==> config.mk <==
export PLATFORM = sky130hd
export DESIGN_NAME = rnge_ctrl
export DESIGN_NICKNAME = d
export VERILOG_FILES = /design/src/rtl/rnge_pkg.sv /design/src/rtl/rnge_ctrl.sv
export SDC_FILE = /design/constraint.sdc
export NUM_CORES = 1
export LEC_CHECK = 0
export BUFFER_PORTS_ARGS = -buffer_cell sky130_fd_sc_hd__buf_2
export CORE_AREA = 2 2 39 41
export DETAILED_ROUTE_END_ITERATION = 7
export DIE_AREA = 0 0 41 43
export PLACE_DENSITY_LB_ADDON = 0.3
export SETUP_SLACK_MARGIN = 0.15
export SYNTH_ARGS = -nofsm -noshare
export SYNTH_HDL_FRONTEND = slang
export SYNTH_SLANG_ARGS = --single-unit
==> constraint.sdc <==
create_clock -name aclk -period 1 [get_ports aclk]
set_input_delay 0.1 -clock aclk [delete_from_list [all_inputs] [get_ports aclk]]
set_output_delay 0.1 -clock aclk [all_outputs]
set_load 0.01 [all_outputs]
==> src/rtl/rnge_pkg.sv <==
// Shared types and constants for the relative neighborhood graph edge finder.
package rnge_pkg;

    localparam int MAX_POINTS_DEFAULT = 64;
    localparam int MIN_SIZE_W         = 7;
    localparam int MATRIX_SIZE_RESET  = 64;
    localparam int DIST_W             = 32;

    localparam logic FUNC_LOAD = 1'b0;
    localparam logic FUNC_SCAN = 1'b1;

    typedef enum logic [2:0] {
        ST_IDLE,
        ST_CHECK,
        ST_Q_START,
        ST_Q_LOAD,
        ST_Z_RUN,
        ST_Z_DRAIN,
        ST_Q_DONE,
        ST_FINISH
    } rnge_state_t;

    typedef struct packed {
        logic write;
        logic start;
        logic rd_pq;
        logic latch_dpq;
        logic z_issue;
        logic q_inc;
        logic push_edge;
        logic push_final;
    } rnge_cmd_t;

    typedef struct packed {
        logic scan_ok;
        logic z_last;
        logic q_last;
        logic kill;
        logic has_pending;
        logic out_free;
    } rnge_sts_t;

endpackage

==> src/rtl/rnge_ctrl.sv <==
// Controller state machine sequencing loads and row scans.
module rnge_ctrl (
    input  logic                aclk,
    input  logic                aresetn,
    input  logic                s_valid,
    output logic                s_ready,
    input  logic                s_func,
    input  rnge_pkg::rnge_sts_t sts,
    output rnge_pkg::rnge_cmd_t cmd
);

    rnge_pkg::rnge_state_t state_reg;
    rnge_pkg::rnge_state_t state_next;

    always_ff @(posedge aclk) begin
        if (!aresetn) begin
            state_reg <= rnge_pkg::ST_IDLE;
        end else begin
            state_reg <= state_next;
        end
    end

    always_comb begin
        state_next = state_reg;
        cmd        = '0;
        s_ready    = 1'b0;
        case (state_reg)
            rnge_pkg::ST_IDLE: begin
                s_ready = 1'b1;
                if (s_valid) begin
                    if (s_func == rnge_pkg::FUNC_LOAD) begin
                        cmd.write = 1'b1;
                    end else begin
                        cmd.start  = 1'b1;
                        state_next = rnge_pkg::ST_CHECK;
                    end
                end
            end
            rnge_pkg::ST_CHECK: begin
                state_next = sts.scan_ok ? rnge_pkg::ST_Q_START : rnge_pkg::ST_FINISH;
            end
            rnge_pkg::ST_Q_START: begin
                cmd.rd_pq  = 1'b1;
                state_next = rnge_pkg::ST_Q_LOAD;
            end
            rnge_pkg::ST_Q_LOAD: begin
                cmd.latch_dpq = 1'b1;
                state_next    = rnge_pkg::ST_Z_RUN;
            end
            rnge_pkg::ST_Z_RUN: begin
                cmd.z_issue = 1'b1;
                if (sts.z_last) begin
                    state_next = rnge_pkg::ST_Z_DRAIN;
                end
            end
            rnge_pkg::ST_Z_DRAIN: begin
                state_next = rnge_pkg::ST_Q_DONE;
            end
            rnge_pkg::ST_Q_DONE: begin
                if (sts.kill || !sts.has_pending || sts.out_free) begin
                    cmd.push_edge = !sts.kill;
                    if (sts.q_last) begin
                        state_next = rnge_pkg::ST_FINISH;
                    end else begin
                        cmd.q_inc  = 1'b1;
                        state_next = rnge_pkg::ST_Q_START;
                    end
                end
            end
            rnge_pkg::ST_FINISH: begin
                if (sts.out_free) begin
                    cmd.push_final = 1'b1;
                    state_next     = rnge_pkg::ST_IDLE;
                end
            end
            default: begin
                state_next = rnge_pkg::ST_IDLE;
            end
        endcase
    end

endmodule

# Word level (Yosys, flattened, before mapping)

Cells that the tools add are included.

Logic and storage cells: 40
Output and inout bits: 9
Bits of input ports: 10
Register bits: 3

Reduce and logical (&&, ||, !) cells: 6
Equality and inequality tests: 12
Mux-type cells: 21

Operator list:

| kind                                                             | number |
|---|---|
| 3-bit one-hot mux with 8 select lines                            | 1 |
| 3-bit two-way mux                                                | 7 |
| 3-bit == test (second input constant)                            | 4 |
| 2-bit != test (second input constant)                            | 5 |
| 1-bit two-way mux                                                | 9 |
| 2-bit two-way mux                                                | 4 |
| 3-bit by 2-bit == test with 1-bit output (second input constant) | 2 |
| 5-bit AND reduction                                              | 1 |
| 3-bit by 1-bit == test with 1-bit output (second input constant) | 1 |
| 3-bit logical NOT                                                | 1 |
| 1-bit logical NOT                                                | 2 |
| 1-bit logical OR                                                 | 2 |

# Logic depth before layout (Yosys ltp)

Depth after elaboration: 5
Mapped depth: 5
Mapped depth without buffers: 4

# Worst setup path after synthesis

OpenSTA, ideal clock, no wires.

Path kind: register -> register
Start: reg state_reg[2]
End: reg state_reg[2]
Required time: 0.885 ns
Path slack: -0.074 ns
Clock period less this slack: 1.074 ns
Arrival time: 0.959 ns
Library setup time: 0.115 ns
Buffers on the path: 1
Stages on the path, launching flop included: 6
Path through: dfxtp_1 -> buf_6 -> nor3_4 -> nand2_1 -> nand2_1 -> o21ba_1

Longest elaborated chain between the ends: 3
Elaborated cells between the ends (all ways): 15
Classes of those cells: 12 x eq/ne; 1 x mux; 2 x reduce/logical

Ends and longest elaborated chain:

| element                                            | line            | RTL |
|---|---|---|
| start, declared                                    | rnge_ctrl.sv:12 | `rnge_pkg::rnge_state_t state_reg;` |
| start signal, assigned                             | rnge_ctrl.sv:17 | `state_reg <= rnge_pkg::ST_IDLE;` |
| start signal, assigned                             | rnge_ctrl.sv:19 | `state_reg <= state_next;` |
| 3-bit == test or 3-bit logical NOT (tied branches) | rnge_ctrl.sv:27 | `case (state_reg)` |
| 2-bit != test (no source line)                     | -               |  |
| 5-bit AND reduction (no source line)               | -               |  |

Parallel ways exist; a longest one is shown, timed or not.
A chain may end at the register's enable or synchronous reset.

==> results.py <==
metrics = {
    "run_status": {
        "outcome": "complete, but fails checks",
        "violations": "setup timing",
    },
    "global_route": {
        "grt_pass1_wl_um": 1390,
        "antenna_found_initial": 0,
        "grt_max_degree": 9,
        "grt_usage": 0.119,
        "grt_pass1_vias": 346,
        "grt_overflow": 0,
    },
    "cells_and_area": {
        "largest_reg_flops": 3,
        "layout.nets": 81,
        "final_util": 0.384,
        "area_growth_pct": 62.2,
        "insertedDiodeCount": 0,
        "fillers": 154,
        "layout-drive-gt1-share": 0.657,
    },
    "floorplanning": {
        "core_region_area_mm2": 0.00138,
        "ios": 19,
        "die-area_mm2": 0.00176,
        "start_util": 0.237,
        "die_height_um": 43,
        "dieWidth_um": 41,
        "num_rows": 14,
    },
    "drt": {
        "wl_um": 831,
        "viasPerCell": 4.41,
        "drc": 0,
        "wl_met2_um": 389,
        "wl_met3_um": 78,
        "ant_nets": 0,
        "drt-pass1-iter-count": 4,
        "via_count": 379,
        "dr.max_layer_used": "met4",
        "drt-met1-wl_um": 334,
        "wire_per_inst_um": 9.66,
        "first_iter_violations": 8,
    },
    "synthesis": {
        "syn_area_um2": 328,
        "yosys-top-cells-count": "nand2_1 (8), nor2_1 (6), buf_6 (3), dfxtp_1 (3)",
        "synth_area_leaders": "dfxtp_1 (18%), buf_6 (10%), nand2_1 (9.2%)",
        "synth.avg_cell_area_um2": 7.81,
        "synth_most_common_cell": "nand2_1",
        "synth_cells": 42,
        "yosys.cell_types.count": 22,
        "synth_top_cell_by_area": "dfxtp_1",
        "synth_flop_cell": "dfxtp_1",
        "ys_ff_latch": 3,
        "synthesis.nets": 52,
        "synth_top_area_share": 0.183,
        "ys_seq_area_frac": 0.183,
        "async_reset_ff_frac": 0,
        "synth_edf_count": 0,
        "yosys_warnings": 0,
    },
    "timing": {
        "relSlewSlack": 0.867,
        "post-route-min-period_ns": 1.25,
        "slew_violations": 0,
        "setup_slack_ns": -0.246,
        "fin_tns_setup_ns": -1.85,
        "rsz0062_at_grt": "yes",
        "period_share": 1.25,
        "worstMarginPinSlew_ns": 0.198,
        "hold_viol": 0,
        "finClkSkew_ns": 0.00999,
        "fmax_ghz": 0.802,
        "setup_viol": 11,
    },
    "cts": {
        "clkTransAtPathRegs_ns": 0.05,
        "cts_hold_buf": 0,
        "clock_path_buffers": 2,
        "worstSkewPairLatency_ns": 0.25,
        "cts_made_buffers": 3,
        "clkSinkCount": 3,
        "htree_levels": 1,
        "cts_tree": "yes",
        "cts-root-buf": "clkbuf_4",
    },
    "critical_path": {
        "worstPathCellList": "buf_6 > nor3_4 > nand2_1 > nor2_2 > buf_2",
        "cp_num_buf_inv": 2,
        "critPathSlowestCell": "dfxtp_2",
        "crit_type": "reg -> out",
        "end_kind": "output port",
        "critPathLaunchType": "flip-flop",
        "cpLargestDelayFamily": "flip-flops",
        "crit_fanout": 4,
        "cp.required_ns": 0.90,
        "crit_arrival_ns": 1.15,
        "critical_path.max_stage_delay_ns": 0.33,
    },
    "hold_path": {
        "hp-class": "in -> reg",
    },
    "pwr": {
        "power_density_mw_per_mm2": 1590,
        "worst_ir_drop_vdd_mv": 0.428,
        "p_leak_nw": 0.279,
        "p_total_w": 0.000843,
    },
    "job": {
        "max_cap_violations": 0,
    },
    "placed_design": {
        "port_buffers": 18,
        "hpwlAfterDp_um": 597,
        "gp_congestion": 0.734,
    },
}
[final timing paths]
path	slack, ns	from	endpoint	cells past startpoint
max	-0.25	state_reg[2]	cmd[7]	5
max reg2reg	-0.13	state_reg[0]	state_reg[2]	4
min	0.14	aresetn	state_reg[0]	3
min reg2reg	0.56	state_reg[1]	state_reg[0]	2
[power breakdown]
part / leakage, nW / internal, W / switching [W]
registers: 0.0264 / 0.000154 / 0.0000518
clock network: 0.0150 / 0.000151 / 0.0000833
logic: 0.237 / 0.000229 / 0.000175
total: 0.279 / 0.000533 / 0.000310
[worst register-to-register path: stages (launching register included)]
cell and delay (ns):
dfxtp_4 0.37, buf_4 0.16, o211ai_1 0.20, o21ai_2 0.11, o21ba_1 0.19
[logic make-up after synthesis]
| kind of cell | Yosys count | synth area share |
|---|---|---|
| DFF | 3 | 0.183 |
| and+or+nand+nor | 27 | 0.508 |
| buffers and inverters | 4 | 0.114 |
| AOI/OAI and AO/OA | 8 | 0.195 |
[cell type report]
cell class | instances | area, um2 | area share
Multi-Input combinational cell | 35 | 248 | 0.466
Timing Repair Buffer | 27 | 165 | 0.311
Sequential cell | 3 | 68.8 | 0.129
Clock buffer | 4 | 26.3 | 0.0494
Tap cell | 16 | 20.0 | 0.0376
Inverter | 1 | 3.75 | 0.00706
[stage by stage]
stage	instances	hold WS [ns]	setup slack, ns	area, um2
2_1_floorplan	42	0.227	-0.0721	342
3_3_place_gp	79	0.399	-0.124	463
3_5_place_dp	79	0.404	-0.149	463
4_1_cts	86	0.140	-0.268	527
5_1_grt	86	0.163	-0.319	532
6_report	86	0.145	-0.246	532
[timing repair]
action / in CTS / in global routing
setup endpoints to repair: 12 / 12
gates resized for setup: 7 / 1
endpoints found under the hold margin: 0 / 0
buffers inserted: 3 / 0
pin swaps: 5 / 2
[layout by cell type (no fill, tap or decap), drive strengths merged]
master,netlist,layout
o31ai,1,1
buf,3,27
dfxtp,3,3
nor3b,2,2
a31oi,1,1
inv,1,1
nand2,8,8
nor3,1,1
and3,1,1
o21ai,3,3
nand2b,3,3
nand4b,1,1
clkbuf,0,4
a21oi,1,1
nor2b,3,3
nand4,1,1
o211ai,1,1
nor2,7,7
o21ba,1,1
[metal layers]
metal  up-vias  GRT usage
li1        199          -
met1       159      0.147
met2        19      0.172
met3         2          0
met4         0      0.120
met5         -          0
No activity file was read; power rests on OpenSTA's default activity.
